### src/rtl/gfa_pkg.sv
`timescale 1ns / 1ps
// ----------------------------------------------------------------------------
// gfa_pkg
// Shared widths, register codes, sequencer states and control types for the
// anisotropy block.
// ----------------------------------------------------------------------------
package gfa_pkg;

	localparam int COEF_W     = 16;
	localparam int SQ_W       = 32;
	localparam int SUM_W      = 40;
	localparam int IDX_W      = 7;
	localparam int VAL_W      = 24;
	localparam int CMP_W      = 41;
	localparam int XR_W       = 48;
	localparam int CNT_W      = 6;
	localparam int CFG_IDX_W  = 2;
	localparam int CFG_DATA_W = 8;

	localparam logic [CFG_IDX_W-1:0] REG_MODE  = 2'd0;
	localparam logic [CFG_IDX_W-1:0] REG_LIMIT = 2'd1;

	localparam logic [IDX_W-1:0] LIMIT_RESET = 7'd45;
	localparam logic [IDX_W-1:0] IDX_MAX     = 7'd127;

	localparam logic [CNT_W-1:0] DIV_STEPS_M1  = 6'd32;
	localparam logic [CNT_W-1:0] SQRT_STEPS_M1 = 6'd23;

	typedef enum logic [5:0] {
		S_IDLE = 6'b000001,
		S_ADD  = 6'b000010,
		S_PREP = 6'b000100,
		S_DIV  = 6'b001000,
		S_SQRT = 6'b010000,
		S_OUT  = 6'b100000
	} state_t;

	typedef struct packed {
		logic take;
		logic add;
		logic sq_c0;
		logic clear;
	} acc_ctrl_t;

endpackage

### src/rtl/gfa_sub_unit.sv
`timescale 1ns / 1ps
// ----------------------------------------------------------------------------
// gfa_sub_unit
// Shared compare and subtract used by every divide and square root step.
// ----------------------------------------------------------------------------
module gfa_sub_unit (
	input  logic [gfa_pkg::CMP_W-1:0] a,
	input  logic [gfa_pkg::CMP_W-1:0] b,
	output logic                      ge,
	output logic [gfa_pkg::CMP_W-1:0] diff
);
	import gfa_pkg::*;

	logic [CMP_W:0] full;

	// borrow out of the extended subtract gives the compare
	assign full = {1'b0, a} - {1'b0, b};
	assign ge   = ~full[CMP_W];
	assign diff = full[CMP_W-1:0];

endmodule

### src/rtl/gfa_accum.sv
`timescale 1ns / 1ps
// ----------------------------------------------------------------------------
// gfa_accum
// Squares each coefficient, keeps the voxel's first coefficient, the item
// count and the running sum of squares.
// ----------------------------------------------------------------------------
module gfa_accum (
	input  logic                       clk,
	input  logic                       arst_n,
	input  gfa_pkg::acc_ctrl_t         ctrl,
	input  logic [gfa_pkg::COEF_W-1:0] coefficient,
	input  logic [gfa_pkg::IDX_W-1:0]  stop,
	output logic [gfa_pkg::SUM_W-1:0]  sum,
	output logic [gfa_pkg::SQ_W-1:0]   square
);
	import gfa_pkg::*;

	logic [SUM_W-1:0]  sum_q;
	logic [COEF_W-1:0] c0_q;
	logic [IDX_W-1:0]  idx_q;
	logic [SQ_W-1:0]   sq_s1;
	logic              use_s1;

	logic signed [COEF_W-1:0] mul_in;
	logic signed [SQ_W-1:0]   product;

	// the multiplier squares the incoming word, or c0 at voxel end
	assign mul_in  = ctrl.sq_c0 ? $signed(c0_q) : $signed(coefficient);
	assign product = mul_in * mul_in;

	always_ff @(posedge clk or negedge arst_n) begin
		if (!arst_n) begin
			sum_q  <= '0;
			c0_q   <= '0;
			idx_q  <= '0;
			use_s1 <= 1'b0;
		end else if (ctrl.clear) begin
			sum_q  <= '0;
			c0_q   <= '0;
			idx_q  <= '0;
			use_s1 <= 1'b0;
		end else begin
			if (ctrl.take) begin
				if (idx_q == '0) begin
					c0_q <= coefficient;
				end
				use_s1 <= (idx_q < stop);
				if (idx_q != IDX_MAX) begin
					idx_q <= idx_q + 1'b1;
				end
			end
			if (ctrl.add && use_s1) begin
				sum_q <= sum_q + {{(SUM_W-SQ_W){1'b0}}, sq_s1};
			end
		end
	end

	always_ff @(posedge clk) begin
		if (ctrl.take || ctrl.sq_c0) begin
			sq_s1 <= product;
		end
	end

	assign sum    = sum_q;
	assign square = sq_s1;

endmodule

### src/rtl/gfa_from_sh_coefficients.sv
`timescale 1ns / 1ps
// ----------------------------------------------------------------------------
// gfa_from_sh_coefficients
// Generalized fractional anisotropy or l2 norm of one voxel's harmonic
// coefficients.
// ----------------------------------------------------------------------------
// Usage:
//   s_* carries one signed Q3.12 coefficient per word, s_tlast closes the voxel.
//   m_* gives one word per voxel: unsigned Q8.16 value, tuser = zero energy.
//   cfg_* writes mode (index 0, 0 = gfa, 1 = norm) and coeff_limit (index 1).
// Sequence:
//   each coefficient is squared in the multiplier, then added into the
//   40-bit sum; the input is not ready during the add.
//   after the last coefficient the shared subtractor runs the voxel end:
//   prep, 33 divide steps (gfa mode only), 24 root steps and output, or
//   prep and output for zero energy; the input is not ready meanwhile.
//   the result sits in an output register; the next voxel is taken while it
//   waits, and a second result waits in the sequencer until m_tready.
// Reset:
//   arst_n clears the voxel state, mode = gfa, coeff_limit = 45.
// ----------------------------------------------------------------------------
module gfa_from_sh_coefficients #(
	parameter int MAX_COEFFS = 45
) (
	input  logic                           clk,
	input  logic                           arst_n,
	// coefficient
	input  logic [gfa_pkg::COEF_W-1:0]     s_tdata,
	input  logic                           s_tlast,
	input  logic                           s_tvalid,
	output logic                           s_tready,
	// value
	output logic [gfa_pkg::VAL_W-1:0]      m_tdata,
	// energy_zero
	output logic                           m_tuser,
	output logic                           m_tvalid,
	input  logic                           m_tready,
	input  logic                           cfg_valid,
	output logic                           cfg_ready,
	input  logic [gfa_pkg::CFG_IDX_W-1:0]  cfg_index,
	input  logic [gfa_pkg::CFG_DATA_W-1:0] cfg_data
);
	import gfa_pkg::*;

	localparam logic [IDX_W-1:0] MaxCoeffs = IDX_W'(MAX_COEFFS);

	state_t state_q;

	logic             mode_q;
	logic [IDX_W-1:0] limit_q;
	logic [IDX_W-1:0] stop;

	acc_ctrl_t        acc_ctrl;
	logic [SUM_W-1:0] sum;
	logic [SQ_W-1:0]  square;

	logic             last_q;
	logic [SUM_W-1:0] rem_q;
	logic [XR_W-1:0]  x_q;
	logic [VAL_W-1:0] root_q;
	logic             zero_q;
	logic [CNT_W-1:0] cnt_q;

	logic [VAL_W-1:0] out_value_q;
	logic             out_zero_q;
	logic             out_valid_q;

	logic [CMP_W-1:0] cmp_a;
	logic [CMP_W-1:0] cmp_b;
	logic             cmp_ge;
	logic [CMP_W-1:0] cmp_diff;
	logic             div_first;
	logic             out_fire;

	// configuration
	assign cfg_ready = 1'b1;

	always_ff @(posedge clk or negedge arst_n) begin
		if (!arst_n) begin
			mode_q  <= 1'b0;
			limit_q <= LIMIT_RESET;
		end else if (cfg_valid) begin
			if (cfg_index == REG_MODE) begin
				mode_q <= cfg_data[0];
			end else if (cfg_index == REG_LIMIT) begin
				limit_q <= cfg_data[IDX_W-1:0];
			end
		end
	end

	assign stop = (limit_q < MaxCoeffs) ? limit_q : MaxCoeffs;

	assign s_tready = (state_q == S_IDLE);
	assign out_fire = (state_q == S_OUT) && (!out_valid_q || m_tready);

	assign acc_ctrl.take  = s_tready && s_tvalid;
	assign acc_ctrl.add   = (state_q == S_ADD);
	assign acc_ctrl.sq_c0 = (state_q == S_ADD) && last_q;
	assign acc_ctrl.clear = out_fire;

	gfa_accum u_accum (
		.clk        (clk),
		.arst_n     (arst_n),
		.ctrl       (acc_ctrl),
		.coefficient(s_tdata),
		.stop       (stop),
		.sum        (sum),
		.square     (square)
	);

	// operand select for the shared subtractor
	assign div_first = (cnt_q == DIV_STEPS_M1);

	always_comb begin
		cmp_a = '0;
		cmp_b = '0;
		unique case (state_q)
			S_PREP: begin
				cmp_a = {1'b0, sum};
				cmp_b = {{(CMP_W-SQ_W){1'b0}}, square};
			end
			S_DIV: begin
				cmp_a = div_first ? {1'b0, rem_q} : {rem_q, 1'b0};
				cmp_b = {1'b0, sum};
			end
			S_SQRT: begin
				// remainder with the next two radicand bits against 4*root + 1
				cmp_a = {{(CMP_W-VAL_W-2){1'b0}}, rem_q[VAL_W-1:0], x_q[XR_W-1 -: 2]};
				cmp_b = {{(CMP_W-VAL_W-2){1'b0}}, root_q, 2'b01};
			end
			default: begin
				cmp_a = '0;
				cmp_b = '0;
			end
		endcase
	end

	gfa_sub_unit u_sub (
		.a   (cmp_a),
		.b   (cmp_b),
		.ge  (cmp_ge),
		.diff(cmp_diff)
	);

	// sequencer
	always_ff @(posedge clk or negedge arst_n) begin
		if (!arst_n) begin
			state_q <= S_IDLE;
			last_q  <= 1'b0;
			cnt_q   <= '0;
		end else begin
			unique case (state_q)
				S_IDLE: begin
					if (s_tvalid) begin
						last_q  <= s_tlast;
						state_q <= S_ADD;
					end
				end
				S_ADD: begin
					state_q <= last_q ? S_PREP : S_IDLE;
				end
				S_PREP: begin
					if (sum == '0) begin
						state_q <= S_OUT;
					end else if (mode_q) begin
						cnt_q   <= SQRT_STEPS_M1;
						state_q <= S_SQRT;
					end else begin
						cnt_q   <= DIV_STEPS_M1;
						state_q <= S_DIV;
					end
				end
				S_DIV: begin
					if (cnt_q == '0) begin
						cnt_q   <= SQRT_STEPS_M1;
						state_q <= S_SQRT;
					end else begin
						cnt_q <= cnt_q - 1'b1;
					end
				end
				S_SQRT: begin
					if (cnt_q == '0) begin
						state_q <= S_OUT;
					end else begin
						cnt_q <= cnt_q - 1'b1;
					end
				end
				S_OUT: begin
					if (out_fire) begin
						state_q <= S_IDLE;
					end
				end
				default: begin
					state_q <= S_IDLE;
				end
			endcase
		end
	end

	// divide and square root datapath
	always_ff @(posedge clk) begin
		unique case (state_q)
			S_PREP: begin
				zero_q <= (sum == '0);
				root_q <= '0;
				if (mode_q) begin
					x_q   <= {sum, {(XR_W-SUM_W){1'b0}}};
					rem_q <= '0;
				end else begin
					// numerator is sum - c0^2, floored at zero
					x_q   <= '0;
					rem_q <= cmp_ge ? cmp_diff[SUM_W-1:0] : '0;
				end
			end
			S_DIV: begin
				if (cnt_q == '0) begin
					rem_q <= '0;
				end else begin
					rem_q <= cmp_ge ? cmp_diff[SUM_W-1:0] : cmp_a[SUM_W-1:0];
				end
				// quotient bits collect at the bottom of the radicand register
				x_q   <= {x_q[XR_W-2:0], cmp_ge};
			end
			S_SQRT: begin
				rem_q  <= cmp_ge ? cmp_diff[SUM_W-1:0] : cmp_a[SUM_W-1:0];
				root_q <= {root_q[VAL_W-2:0], cmp_ge};
				x_q    <= {x_q[XR_W-3:0], 2'b00};
			end
			default: begin
			end
		endcase
	end

	// output register
	always_ff @(posedge clk or negedge arst_n) begin
		if (!arst_n) begin
			out_valid_q <= 1'b0;
		end else if (out_fire) begin
			out_valid_q <= 1'b1;
		end else if (m_tready) begin
			out_valid_q <= 1'b0;
		end
	end

	always_ff @(posedge clk) begin
		if (out_fire) begin
			out_value_q <= zero_q ? '0 : root_q;
			out_zero_q  <= zero_q;
		end
	end

	assign m_tdata  = out_value_q;
	assign m_tuser  = out_zero_q;
	assign m_tvalid = out_valid_q;

endmodule

### config.mk
export PLATFORM = sky130hd
export DESIGN_NAME = gfa_from_sh_coefficients
export DESIGN_NICKNAME = d
export VERILOG_FILES = /design/src/rtl/gfa_pkg.sv /design/src/rtl/gfa_sub_unit.sv /design/src/rtl/gfa_accum.sv /design/src/rtl/gfa_from_sh_coefficients.sv
export SDC_FILE = /design/constraint.sdc
export NUM_CORES = 1
export LEC_CHECK = 0
export ABC_CLOCK_PERIOD_IN_PS = 9530
export BUFFER_PORTS_ARGS = -buffer_cell sky130_fd_sc_hd__buf_2
export CAP_MARGIN = 25
export CORE_MARGIN = 2
export CORE_UTILIZATION = 50
export CTS_BUF_LIST = sky130_fd_sc_hd__clkbuf_16
export CTS_CLUSTER_DIAMETER = 100
export DETAILED_ROUTE_END_ITERATION = 12
export GPL_TIMING_DRIVEN = 1
export PLACE_DENSITY = 0.66
export SETUP_SLACK_MARGIN = 0.1
export SYNTH_ARGS = -nofsm -noshare
export SYNTH_HDL_FRONTEND = slang
export SYNTH_SLANG_ARGS = --single-unit
### constraint.sdc
create_clock -name clk -period 9.53 [get_ports clk]
set_input_delay 0.953 -clock clk [delete_from_list [all_inputs] [get_ports clk]]
set_output_delay 0.953 -clock clk [all_outputs]
set_load 0.005 [all_outputs]
==> impl_metrics.yaml, run 1 <==
routing:
  dr.first_iter.drc_count: 1559
  vias: 18500
  drcViolationCount: 0
  dr.pass1.iters: 9
  wl_per_cell_um: 18.9
  final_antenna_net_count: 0
  maxUsedRoutingLayer: "met4"
  wl_met3_um: 3510
  m1WireLength_um: 26000
  vias_per_cell: 5.87
  routed-wl-met2_um: 27900
  totalWireLength_um: 59500
worst_setup_path:
  required_ns: 9.97
  crit_fanout: 14
  cp-end-kind: "flop"
  r2r-start: "state_q[2]"
  start_kind: "flop"
  rrSetupSlack_ns: 0.70
  r2r-end: "u_accum.square[30]"
  critical_path_class: "flop to flop"
  cp.arrival_ns: 9.27
  reg2regPathDepth: 27
timing:
  setup_viol: 0
  worst_slew_pin_slew_ns: 0.963
  finClkSkew_ns: 0.0498
  drv_slew: 0
  setup_slack_ns: 0.704
  relSlewSlack_pct: 35.2
  finalCriticalPeriod_ns: 8.83
  fmax_ghz: 0.113
  finalHoldViolCount: 0
  fin_crit_sh_pct: 92.6
  hold_ws_ns: 0.249
  setup_tns_ns: 0
  rsz0062_at_grt: "no"
min_path:
  worstHoldPathType: "input pin to async pin"
floorplanning:
  core_um2: 47800
  die_w_um: 224
  row_count: 80
  chipHeight_um: 224
  dieArea_um2: 50400
  initial_core_util_pct: 50.8
  ios: 60
grt:
  grt_use_total_pct: 24.0
  antenna_found_initial: 1
  gr-total-overflow: 0
  grt_pass1_wl_um: 98400
  grt_pass1_vias: 19200
  grt_max_degree: 77
clock_tree:
  clock_sinks: 255
  cts_tree: "done"
  root_buffer: "clkbuf_16"
  clk_latency_ns: 0.61
  clockBufferDepth: 3
  hold_buffers: 0
  post_cts_resized: 0
  cts_htree_levels: 1
  post_cts_buffers: 0
  numCtsBuffers: 30
  path_clk_slew_ns: 0.06
finish:
  diodes: 0
  nets: 2945
  final_common_cell: "inv_1"
  fillers: 4218
  ff_latch_area_um2: 7230
  drive_gt1_share_pct: 7.90
  synthToLayoutAreaGrowth_pct: 8.28
  multi_input_area_um2: 15200
  final_cell_mix: "inv_1, nand2_1, fa_1"
synth:
  yosys_warnings: 0
  avgSynthCellArea_um2: 9.81
  ys_seq_area_share_pct: 29.8
  synthCells: 2475
  synth_seq_cells: 255
  synth_area_um2: 24300
  synth.distinct_cells: 89
  synth_edf_count: 169
  ys_async_sr_fraction_pct: 33.7
  synth_top_flop_cell: "edfxtp_1"
placed_design:
  pre_cts_slack_ns: 0.792
  port_buffers: 57
  gp_congestion: 0.900
  dp.final_hpwl_um: 45700
flow_run:
  drv_cap: 0
outcome:
  status: "completed"
through the flow:
| step | std cells | util (%) | instance area (um^2) |
|---|---|---|---|
| after floorplan | 2476 | - | 24300 |
| after global placement | 3090 | 52.8 | 25300 |
| after detailed placement | 3090 | 52.8 | 25300 |
| after CTS | 3146 | 54.8 | 26200 |
| after global routing | 3148 | 55.0 | 26300 |
| final | 3148 | 55.0 | 26300 |
registers in the layout (all words and copies together), names as in the netlist, 6 cells and up:
name / cells
u_accum.c0_q: 16
root_q: 24
limit_q: 7
u_accum.sum: 40
x_q: 48
rem_q: 40
u_accum.idx_q: 7
state_q: 6
m_tdata: 24
cnt_q: 6
u_accum.square: 31
worst max path at each step:
stage / startpoint / endpoint / cells after the start
3_5_place_dp: state_q[2] / u_accum.square[30] / 27
4_1_cts: state_q[2] / u_accum.square[30] / 27
5_1_grt: state_q[2] / u_accum.square[30] / 26
2_1_floorplan: state_q[2] / u_accum.square[30] / 29
6_report: state_q[2] / u_accum.square[30] / 27
3_3_place_gp: state_q[2] / u_accum.square[30] / 27
critical path: stages (launching register included):
cell and delay (ns):
dfrtp_1 0.45, nor4_2 0.33, and3b_1 0.27, nand2_1 0.50
buf_4 0.37, mux2_2 0.39, inv_1 0.41, nor2_1 0.20
fa_1 0.54, inv_1 0.06, fa_1 0.50, fa_1 0.51
inv_1 0.05, fa_1 0.49, fa_1 0.49, inv_1 0.05
fa_1 0.47, inv_1 0.04, ha_1 0.36, and4_1 0.26
o211a_1 0.16, nand4_1 0.18, a21oi_1 0.29, o31ai_1 0.17
a31o_2 0.30, o21ai_0 0.27, or4b_1 0.47, nand3_1 0.08
cell usage after synthesis, types with 7 or more instances:
cell type	number	share of area (%)
a22oi_1	8	0.25
and2_1	32	0.82
nand2_1	254	3.9
mux2i_1	46	1.9
o21ai_0	104	2.1
ha_1	171	8.8
nand3_1	20	0.41
a22o_1	13	0.47
nor3_1	23	0.47
xnor2_1	68	2.5
inv_1	386	6.0
o211ai_1	7	0.22
nor4_1	16	0.41
and3_1	13	0.33
or3_1	7	0.18
a222oi_1	41	1.7
a32o_1	32	1.3
a21o_1	48	1.5
nor2_1	145	2.2
edfxtp_1	169	21
a221o_1	27	1.1
nor2b_1	39	1.0
o21ai_1	9	0.19
o21bai_1	19	0.59
mux2_2	16	0.74
o31ai_1	10	0.31
clkbuf_1	74	1.1
xor2_1	38	1.4
dfrtp_1	81	8.3
nand4_1	15	0.39
a221oi_1	26	0.94
a31oi_1	12	0.31
a21oi_1	116	2.4
nand2b_1	9	0.23
fa_1	233	19
a31o_2	8	0.29
a21boi_0	7	0.22
o21a_1	12	0.37
a211oi_1	8	0.25
area by class of cell:
type	count	area share (%)
well taps	615	2.93
repair buffers	94	2.30
inverters	392	5.60
clock buffers	32	3.05
flip-flops and latches	255	27.5
multi-input cells	1736	57.9
clock inverters	24	0.695
cells by family (layout without fill, tap and decap cells):
kind of cell,Yosys count,after routing,share of synthesized area [%]
simple gates,604,604,11.4
compound gates,558,558,16.6
buf+inv,485,542,7.67
fa+ha+maj,404,404,28.0
flops,255,255,29.8
xor+xnor,106,106,3.82
mux,62,62,2.64
other cells,1,2,0.0154
layer usage:
metal | GRT usage (%) | up-vias
li1 | - | 8646
met1 | 32.2 | 9122
met2 | 40.4 | 594
met3 | 3.03 | 120
met4 | 8.18 | 0
met5 | 0 | -
Power of run 1 is left out: the tool's default activity adds up to more than one toggle a clock period on the data nets, which glitch-free logic cannot reach.
==> inputs of run 2 (changes only) <==
Settings changed: RECOVER_POWER set to 25.
==> run 2 against run 1 <==
The run now ends with capacitance limit, slew limit left. First-iteration DRC count increased by 2.6%. Count of clock-buffer cells in the layout unchanged. Clock skew increased by 0.0029 ns. Final cell count unchanged. Via count decreased by 0.21%. Worst setup slack got worse by 0.027 ns. Critical endpoint unchanged. Hold slack improved by 0.24 ns. Final area decreased by 0.16%. Utilization decreased by 0.089 points.
==> impl_metrics.yaml, run 2 (same netlist as run 1, synthesis figures left out) <==
outcome:
  status: "finished, violations left"
  violations: "capacitance limit, slew limit"
routing:
  vias_per_cell: 5.86
  dr.pass1.iters: 12
  vias: 18400
  wl_per_cell_um: 18.9
  maxUsedRoutingLayer: "met4"
  final_antenna_net_count: 0
  totalWireLength_um: 59500
  routed-wl-met2_um: 27900
  drcViolationCount: 0
  dr.first_iter.drc_count: 1600
  wl_met3_um: 3460
  m1WireLength_um: 26100
worst_setup_path:
  start_kind: "flop"
  crit_path_max_incr_delay_ns: 0.54
  critical_path_class: "flop to flop"
  required_ns: 9.97
  cp.buffers_inverters: 6
  cp-end-kind: "flop"
  crit_top_cell: "fa_1"
  crit_fanout: 14
  path_delay_family: "adder cells"
  slowest_stage: "fa_1"
  cp.arrival_ns: 9.29
clock_tree:
  clockBufferDepth: 3
  clk_latency_ns: 0.61
  clock_sinks: 255
  path_clk_slew_ns: 0.06
  cts_tree: "done"
  hold_buffers: 0
  cts_htree_levels: 1
  root_buffer: "clkbuf_16"
  post_cts_resized: 0
  post_cts_buffers: 0
  numCtsBuffers: 30
finish:
  largest_reg_flops: 48
  multi_input_area_um2: 15200
  drive_gt1_share_pct: 7.66
  nets: 2945
  final_common_cell: "inv_1"
  fillers: 4227
  ff_latch_area_um2: 7230
  synthToLayoutAreaGrowth_pct: 8.11
  regMostFlops: "x_q"
  final_cell_mix: "inv_1, nand2_1, fa_1"
  diodes: 0
floorplanning:
  initial_core_util_pct: 50.8
  chipHeight_um: 224
  row_count: 80
  die_w_um: 224
  ios: 60
  dieArea_um2: 50400
  core_um2: 47800
placed_design:
  port_buffers: 57
  dp.final_hpwl_um: 45700
  gp_congestion: 0.900
timing:
  fmax_ghz: 0.113
  finalCriticalPeriod_ns: 8.85
  relSlewSlack_pct: -145
  finalHoldViolCount: 0
  setup_tns_ns: 0
  worst_slew_pin_slew_ns: 3.68
  fin_crit_sh_pct: 92.9
  rsz0062_at_grt: "no"
  setup_viol: 0
  drv_slew: 117
  finClkSkew_ns: 0.0528
grt:
  grt_use_total_pct: 24.0
  gr-total-overflow: 0
  grt_pass1_vias: 19200
  grt_pass1_wl_um: 98400
  grt_max_degree: 77
  antenna_found_initial: 1
min_path:
  worstHoldPathType: "flop to flop"
flow_run:
  drv_cap: 2
## run 2: cell types whose count changed in the layout (fill, tap and decap cells not counted)
cell	change
buf_4	-3
buf_16	-1
nor4_1	+1
nor4_2	-1
and2_0	+10
and2_1	-10
buf_2	-1
clkbuf_1	+5
## run 2: area by class of cell
cell class	instances	area share, %
tap	615	2.93
sequential	255	27.5
multi-input combinational	1736	58.0
clock inverter	24	0.696
inverter	392	5.60
clock buffer	32	3.05
timing repair buffer	94	2.17
## run 2: tightest hold or removal path, delay by kind of cell (launching register included)
family / cells / cell delay (ns)
and+or+nand+nor: 2 / 0.12
DFF: 1 / 0.35
## run 2: worst paths after layout
path                       startpoint                 end  slack [ns]  cells after the start
setup / recovery           state_q[2]  u_accum.square[30]        0.68                     27
hold / removal                 last_q              last_q        0.49                      2
setup reg to reg           state_q[2]  u_accum.square[30]        0.68                     27
hold reg to reg                last_q              last_q        0.49                      2
max in group asynchronous      arst_n      u_accum.sum[4]        4.63                      3
min in group asynchronous      arst_n    u_accum.c0_q[11]        0.52                      1
## run 2: metal layers
layer,global-route usage (%),up-vias
met3,3.03,126
met1,32.2,9100
met5,0,-
li1,-,8647
met4,8.18,0
met2,40.4,571
## run 2: per-stage QoR
stage                     cells  setup WS (ns)  hold slack [ns]  util [%]  instance area [um^2]
after floorplan            2476           2.00            0.446         -                 24300
after global placement     3090          0.899            0.470      52.8                 25300
after detailed placement   3090          0.792            0.482      52.8                 25300
after CTS                  3146          0.743            0.229      54.8                 26200
after global routing       3148          0.154            0.521      54.9                 26300
final                      3148          0.677            0.493      54.9                 26300
Power of run 2 is left out for the same reason.
